## config.mk

```make
export PLATFORM = sky130hd
export DESIGN_NAME = qte_queue
export DESIGN_NICKNAME = d
export VERILOG_FILES = /design/src/hdl/qte_pkg.sv /design/src/hdl/qte_queue.sv
export SDC_FILE = /design/constraint.sdc
export NUM_CORES = 1
export LEC_CHECK = 0
export ABC_AREA = 1
export BUFFER_PORTS_ARGS = -buffer_cell sky130_fd_sc_hd__buf_2
export CAP_MARGIN = 20
export CELL_PAD_IN_SITES_DETAIL_PLACEMENT = 1
export CELL_PAD_IN_SITES_GLOBAL_PLACEMENT = 1
export CORE_ASPECT_RATIO = 0.75
export CORE_UTILIZATION = 45
export DETAILED_ROUTE_END_ITERATION = 10
export HOLD_SLACK_MARGIN = 0.12
export PLACE_DENSITY = 0.8
export SLEW_MARGIN = 10
export SYNTH_ARGS = -nofsm -noshare
export SYNTH_HDL_FRONTEND = slang
export SYNTH_SLANG_ARGS = --single-unit
```

## constraint.sdc

```tcl
create_clock -name clock -period 10.7 [get_ports clock]
set_input_delay 1.07 -clock clock [delete_from_list [all_inputs] [get_ports clock]]
set_output_delay 1.07 -clock clock [all_outputs]
set_load 0.02 [all_outputs]
```

## src/hdl/qte_pkg.sv

```systemverilog
// qte_pkg: shared types, constants and arithmetic helpers for the
// quaternion to Euler angle converter. No dependencies.
`default_nettype none
package qte_pkg;

   localparam int CordicSteps = 16;
   localparam int AtanEntries = 24;
   localparam int RootSteps   = 32;
   localparam int QueueDepth  = 4;

   localparam logic signed [29:0] AtanTab [0:AtanEntries-1] = '{
      30'sd47185920, 30'sd27855475, 30'sd14718068, 30'sd7471121,
      30'sd3750058,  30'sd1876857,  30'sd938658,   30'sd469357,
      30'sd234682,   30'sd117342,   30'sd58671,    30'sd29335,
      30'sd14668,    30'sd7334,     30'sd3667,     30'sd1833,
      30'sd917,      30'sd458,      30'sd229,      30'sd115,
      30'sd57,       30'sd29,       30'sd14,       30'sd7
   };

   localparam logic signed [29:0] HalfTurn  = 30'sd188743680;
   localparam logic signed [43:0] PoleThr   = 44'sd535797170176;
   localparam logic signed [43:0] PoleScale = 44'sd1000;
   localparam logic [62:0]        Q60One    = 63'h1000_0000_0000_0000;
   localparam logic signed [33:0] Q30One    = 34'sd1073741824;
   localparam logic [16:0]        HeadLim   = 17'd46080;
   localparam logic [16:0]        BankLim   = 17'd23040;
   localparam logic [16:0]        AttLim    = 17'd11520;
   localparam logic signed [14:0] AttPole   = 15'sd11520;

   typedef enum logic [1:0] {
      PoleNone  = 2'd0,
      PoleNorth = 2'd1,
      PoleSouth = 2'd2
   } pole_type;

   typedef struct packed {
      pole_type          pole;
      logic signed [31:0] s;
      logic signed [33:0] hd_y;
      logic signed [33:0] hd_x;
      logic signed [33:0] bk_y;
      logic signed [33:0] bk_x;
   } qte_entry_type;

   typedef struct packed {
      logic               zero;
      logic signed [35:0] x;
      logic signed [35:0] y;
      logic signed [29:0] z;
   } cordic_type;

   typedef struct packed {
      pole_type           pole;
      logic signed [31:0] s;
      logic [62:0]        rem;
      logic [62:0]        root;
      cordic_type         hd;
      cordic_type         bk;
      cordic_type         at;
   } qte_stage_type;

   function automatic logic signed [35:0] shr_tz(logic signed [35:0] v, int k);
      logic signed [35:0] m;
      m = (v < 0) ? -v : v;
      m = m >>> k;
      return (v < 0) ? -m : m;
   endfunction

   function automatic cordic_type cordic_pre(logic signed [35:0] yv,
                                             logic signed [35:0] xv);
      cordic_type c;
      c.zero = (xv == 36'sd0) && (yv == 36'sd0);
      c.x    = xv;
      c.y    = yv;
      c.z    = 30'sd0;
      if (xv < 0) begin
         c.z = (yv >= 0) ? HalfTurn : -HalfTurn;
         c.x = -xv;
         c.y = -yv;
      end
      return c;
   endfunction

   function automatic cordic_type cordic_step(cordic_type c, int i);
      cordic_type         r;
      logic signed [35:0] dx;
      logic signed [35:0] dy;
      r  = c;
      dx = shr_tz(c.y, i);
      dy = shr_tz(c.x, i);
      if (c.y >= 0) begin
         r.x = c.x + dx;
         r.y = c.y - dy;
         r.z = c.z + AtanTab[i];
      end else begin
         r.x = c.x - dx;
         r.y = c.y + dy;
         r.z = c.z - AtanTab[i];
      end
      return r;
   endfunction

   function automatic logic signed [17:0] round_out(logic signed [31:0] z,
                                                    logic [16:0] lim);
      logic [31:0] m;
      logic [18:0] r;
      m = (z < 0) ? 32'(-z) : 32'(z);
      r = 19'((m + 32'd4096) >> 13);
      if (r > {2'b00, lim}) begin
         r = {2'b00, lim};
      end
      return (z < 0) ? -$signed({1'b0, r[16:0]}) : $signed({1'b0, r[16:0]});
   endfunction

endpackage
`default_nettype wire

```

## src/hdl/qte_queue.sv

```systemverilog
// qte_queue: short first-in first-out buffer of classified entries between
// the front and back pipelines. Depends on qte_pkg.
`default_nettype none
module qte_queue
   import qte_pkg::*;
(
   input  wire logic          clock,
   input  wire logic          reset,
   input  wire logic          wr_valid,
   output logic               wr_ready,
   input  wire qte_entry_type wr_data,
   output logic               rd_valid,
   input  wire logic          rd_ready,
   output qte_entry_type      rd_data
);

   localparam int PtrW = $clog2(QueueDepth);

   qte_entry_type       mem_ff [QueueDepth];
   logic [PtrW-1:0]     wp_ff, rp_ff;
   logic [PtrW:0]       cnt_ff;
   logic                wr_en, rd_en;

   assign wr_ready = (cnt_ff != (PtrW+1)'(QueueDepth));
   assign rd_valid = (cnt_ff != '0);
   assign wr_en    = wr_valid && wr_ready;
   assign rd_en    = rd_valid && rd_ready;
   assign rd_data  = mem_ff[rp_ff];

   always_ff @(posedge clock) begin
      if (reset) begin
         wp_ff  <= '0;
         rp_ff  <= '0;
         cnt_ff <= '0;
      end else begin
         if (wr_en) wp_ff <= wp_ff + 1'b1;
         if (rd_en) rp_ff <= rp_ff + 1'b1;
         cnt_ff <= cnt_ff + (PtrW+1)'(wr_en) - (PtrW+1)'(rd_en);
      end
   end

   always_ff @(posedge clock) begin
      if (wr_en) mem_ff[wp_ff] <= wr_data;
   end

endmodule
`default_nettype wire

```

* Yosys cells after proc, flatten, opt, wreduce, memory -nomap -nowiden
Memory sizes are Yosys's and may differ from the RTL's. A register that Yosys moved wholly into a read port is not among the register bits.
Index checks and enable logic that the tools add are counted.
** Cells by class
- Eq/ne operators :: 1
- Multiplexer cells :: 4
- Reductions and logical operators :: 3
- Add/subtract/negate cells :: 4
** Operators by type and width (count)
- $add 2x1->2 const B :: 2
- $mux 2 :: 2
- $add 3x1->3 :: 1
- $ne 3x3->1 const B :: 1
- $reduce_bool 3->1 :: 1
- $sub 3x1->3 :: 1
- $logic_and 1x1->1 :: 2
- $mux 1 :: 2
** Word-level totals
- Bits in writable memories :: 680
- Memories kept :: 1
- Output and inout port bits :: 172
- Word-level logic and storage cells :: 16
- Flip-flop bits (word level) :: 7
** Memories
- mem_ff :: depth 4, bits a word 170, read ports 1, clocked after memory_dff 1, write ports 1, RTL line qte_queue.sv:19 : qte_entry_type mem_ff [QueueDepth];

* Logic depth before layout (Yosys ltp)
- Word-level depth :: 4
- Depth in mapped cells :: 10

* Least setup slack after synthesis
Ideal clock, no wire load.
- Path kind :: input-to-reg
- Start point :: in wr_valid
- End point :: mem mem_ff[0][0] (netlist name), enable pin
- Arrival :: 8.252 ns
- Stages :: 2
- Buffers on the path :: 0
- Slack :: 1.745 ns
- Cell sequence :: nand2_1 > nor2_1
** On the way
- Word-level cells in the longest chain between the ends :: 3
** RTL lines
- from (decl) :: RTL line qte_queue.sv:9 : input wire logic wr_valid,
- $logic_and 1x1->1 :: RTL line qte_queue.sv:26 : assign wr_en = wr_valid && wr_ready;
- $mux 1 :: RTL line qte_queue.sv:43 : if (wr_en) mem_ff[wp_ff] <= wr_data;
- $mux 1 (not written as such) :: RTL line qte_queue.sv:43
- to (decl) :: RTL line qte_queue.sv:19
Every way passes these cells.

==> out/qor.csv <==
stage,metric,value,unit
worst_setup_path,worstPathMaxFanout,92,
clock_network,cts_htree_levels,3,
run_status,failed_checks,slew limit,
worst_setup_path,cp.buffers_inverters,3,
worst_setup_path,critical_path_arrival,3.87,ns
clock_network,post_cts_resized,0,
run_status,run_status,finished with violations,
drt,drcViolationCount,0,
power_and_ir_drop,relative_contribution_of_sequential_cells_to_total_power,0.449,
clock_network,cts_setup_buffers,0,
logic_synthesis,postSynthCellCount,1709,
clock_network,tritoncts.num_buffers,68,
floorplanning,initial_core_util,0.4579,
floorplanning,rows,75,
global_routing,global_route.usage.total,0.2229,
power_and_ir_drop,max-vdd-ir-drop,0.1686,mV
finish,fraction_of_final_layout_cells_sized_beyond_drive_strength_1,0.2225,
drt,detailedRoute.firstPassIterationCount,5,
power_and_ir_drop,power.combinational.fraction,0.242,
worst_setup_path,worst_path_most_repeated_cell,buf_4,
worst_setup_path,crit_path_end_kind,primary output,
floorplanning,core_footprint,56210,µm²
floorplanning,fp.dieArea,58170,µm²
finish,mostFrequentLayoutCell,edfxtp_1,
global_routing,use_met1,0.2726,
logic_synthesis,syn_avg_cell_area,15.06,µm²
drt,routed_wire_length_per_instance,23.17,µm
worst_setup_path,type_of_element_launching_the_critical_path,register,
finish,fin_cells,2818,
clock_network,clockBufferDepth,3,
timing,setup_violations,0,
global_routing,global_route.overflow_total,0,
worst_setup_path,max_stage_delay,0.83,ns
place,detailedPlacementHpwl,37030,µm
power_and_ir_drop,p_per_area,251.7,nW/µm²
logic_synthesis,synth_seq_cells,689,
power_and_ir_drop,power.total,7549,µW
clock_network,cts_root_buffer,clkbuf_16,
global_routing,grt-busiest-layer,met2,
clock_network,clk_latency_worst_skew_pair,0.60,ns
power_and_ir_drop,p_switching,2425,µW
logic_synthesis,seq_area_frac_synth,0.8003,
clock_network,clock_sinks,689,
worst_setup_path,required_time_of_the_critical_path,9.63,ns
global_routing,grt_first_pass_wirelength,98880,µm
timing,timing.final.crit_share,0.4617,
global_routing,gr-usage-met3,0.07044,
drt,first_iter_violations,1157,
finish,area.growth.synth_to_final,16.52,%
timing,maximum_frequency_from_static_timing_analysis,202.4,MHz
timing,final_period_minus_worst_setup_slack,4.941,ns
drt,routed-via-count,15714,
logic_synthesis,synth.distinct_cells,21,
finish,nets,2214,
timing,slew_viol_final,91,
timing,setup_slack,5.759,ns
drt,viasPerCell,5.576,
global_routing,antenna_found_initial,19,
floorplanning,num_io_pins,346,
timing,slew_headroom,-0.04176,
timing,rsz_0062_raised_after_global_routing,false,
clock_network,ctsHoldBuffers,0,
power_and_ir_drop,share_clk_of_total_power,0.309,
global_routing,first_global_vias,17064,
power_and_ir_drop,share_of_total_power_consumed_by_net_switching,0.3212,
place,place.gp.congestion,0.7579,
drt,drt_wl_total,65310,µm
clock_network,cts_tree,done,
global_routing,grt_util_met2,0.3841,
timing,timing.setup.tns,0,ns
place,pre_cts_ws,6.357,ns
global_routing,maximum_number_of_pins_on_one_net_before_global_route_repair,235,
worst_setup_path,standard_cell_with_the_maximum_stage_delay_on_the_critical_path,buf_4,
worst_setup_path,worstSetupPathType,register to primary output,
floorplanning,chipHeight,209.1,µm
logic_synthesis,syn-cell-area,25740,µm²
drt,antenna_violating_nets_left,0,
hold_path,hold_class,register to register,
place,placed_cells,2693,
power_and_ir_drop,power_report.internal_total,5124,µW
clock_network,clk_pin_slew,0.07,ns
timing,clock_skew,0.02568,ns
place,buffer_ports.inserted,345,
worst_setup_path,worstPathCellList,"buf_4, buf_4, o21ai_0, o22ai_1, buf_2",
floorplanning,die_w,278.2,µm
timing,tightest_slew,1.563,ns
timing,finalHoldViolations,0,
run,drv.max_cap_violation_count,0,
logic_synthesis,synth_fp_nets,1890,
logic_synthesis,synthesis.yosys.warnings,0,
worst_setup_path,cell_family_with_the_largest_share_of_critical_path_delay,buffers and inverters,
finish,most-common-layout-cells,"edfxtp_1, nor2_1, buf_2",
power_and_ir_drop,power.leakage,0.01037,µW
worst register-to-register path: cells and delay by family (launching register included):
kind / cells / cell delay (ns)
AND/OR/NAND/NOR: 4 / 1.33
flip-flops: 1 / 0.42
buffers and inverters: 2 / 1.38
layout make-up:
cell class / instances / area [µm²]
well taps: 731 / 914.6
flip-flops and latches: 689 / 20610
diodes: 6 / 15.01
multi-input cells: 892 / 4315
clock inverters: 31 / 302.8
fillers: 5530 / 26220
clock buffers: 87 / 1858
inverters: 16 / 75.07
repair buffers: 366 / 1904
registers in the layout, indices dropped and copies added (netlist names), named ones only:
register  cells
cnt_ff        3
wp_ff         2
mem_ff      680
rp_ff         2
power by group through the flow:
stage / sequential [µW] / combinational (µW) / clock, µW
after floorplan: 3470 / 1230 / 0
after global placement: 3420 / 1750 / 0
after detailed placement: 3440 / 1820 / 0
after CTS: 3390 / 1840 / 2380
after global routing: 3410 / 1970 / 2470
final: 3390 / 1830 / 2330
kinds of logic after synthesis:
kind of cell / synth area share
adders and majority gates: 0.003694
AOI/OAI and AO/OA: 0.1090
DFF: 0.8003
buffers and inverters: 0.03325
and+or+nand+nor: 0.05381
final timing paths:
path,from,to,slack (ns),cells past startpoint
setup / recovery,register,rd_data[108],5.76,5
setup reg to reg,cnt_ff[1]$_SDFF_PP0_,mem_ff[1][113]$_DFFE_PP_,7.05,6
hold reg to reg,rp_ff[1]$_SDFFE_PP0P_,register,0.55,2
hold / removal,rp_ff[1]$_SDFFE_PP0P_,register,0.55,2
metal layers:
| layer | wire length (µm) | vias up |
|---|---|---|
| met5 | 172 | - |
| met4 | 1159 | 26 |
| met3 | 4728 | 116 |
| met2 | 33210 | 425 |
| met1 | 26030 | 8020 |
| li1 | - | 7127 |
synthesized netlist by cell type:
| cell | number | share of area |
|---|---|---|
| nand2_1 | 12 | 0.0017 |
| edfxtp_1 | 680 | 0.79 |
| buf_6 | 22 | 0.0096 |
| buf_12 | 3 | 0.0023 |
| buf_2 | 21 | 0.0041 |
| o21ai_0 | 212 | 0.041 |
| a21boi_0 | 2 | 0.00058 |
| clkbuf_1 | 52 | 0.0076 |
| ha_1 | 6 | 0.0029 |
| nand3_1 | 3 | 0.00058 |
| buf_8 | 10 | 0.0058 |
| inv_8 | 1 | 0.00044 |
| dfxtp_1 | 9 | 0.0070 |
| inv_2 | 1 | 0.00015 |
| o21ai_1 | 129 | 0.025 |
| a21oi_1 | 4 | 0.00078 |
| fa_1 | 1 | 0.00078 |
| inv_1 | 14 | 0.0020 |
| o22ai_1 | 170 | 0.041 |
| buf_4 | 4 | 0.0012 |
| nor2_1 | 353 | 0.051 |
stage by stage:
step | instance area [µm²] | hold slack (ns) | utilization
after floorplan | 25740 | 0.4481 | -
after global placement | 27790 | 0.4612 | 0.4944
after detailed placement | 27790 | 0.5442 | 0.4944
after CTS | 29950 | 0.5546 | 0.5328
after global routing | 29980 | 0.6145 | 0.5334
final | 29990 | 0.5461 | 0.5336
No activity file was read; power rests on OpenSTA's default activity.
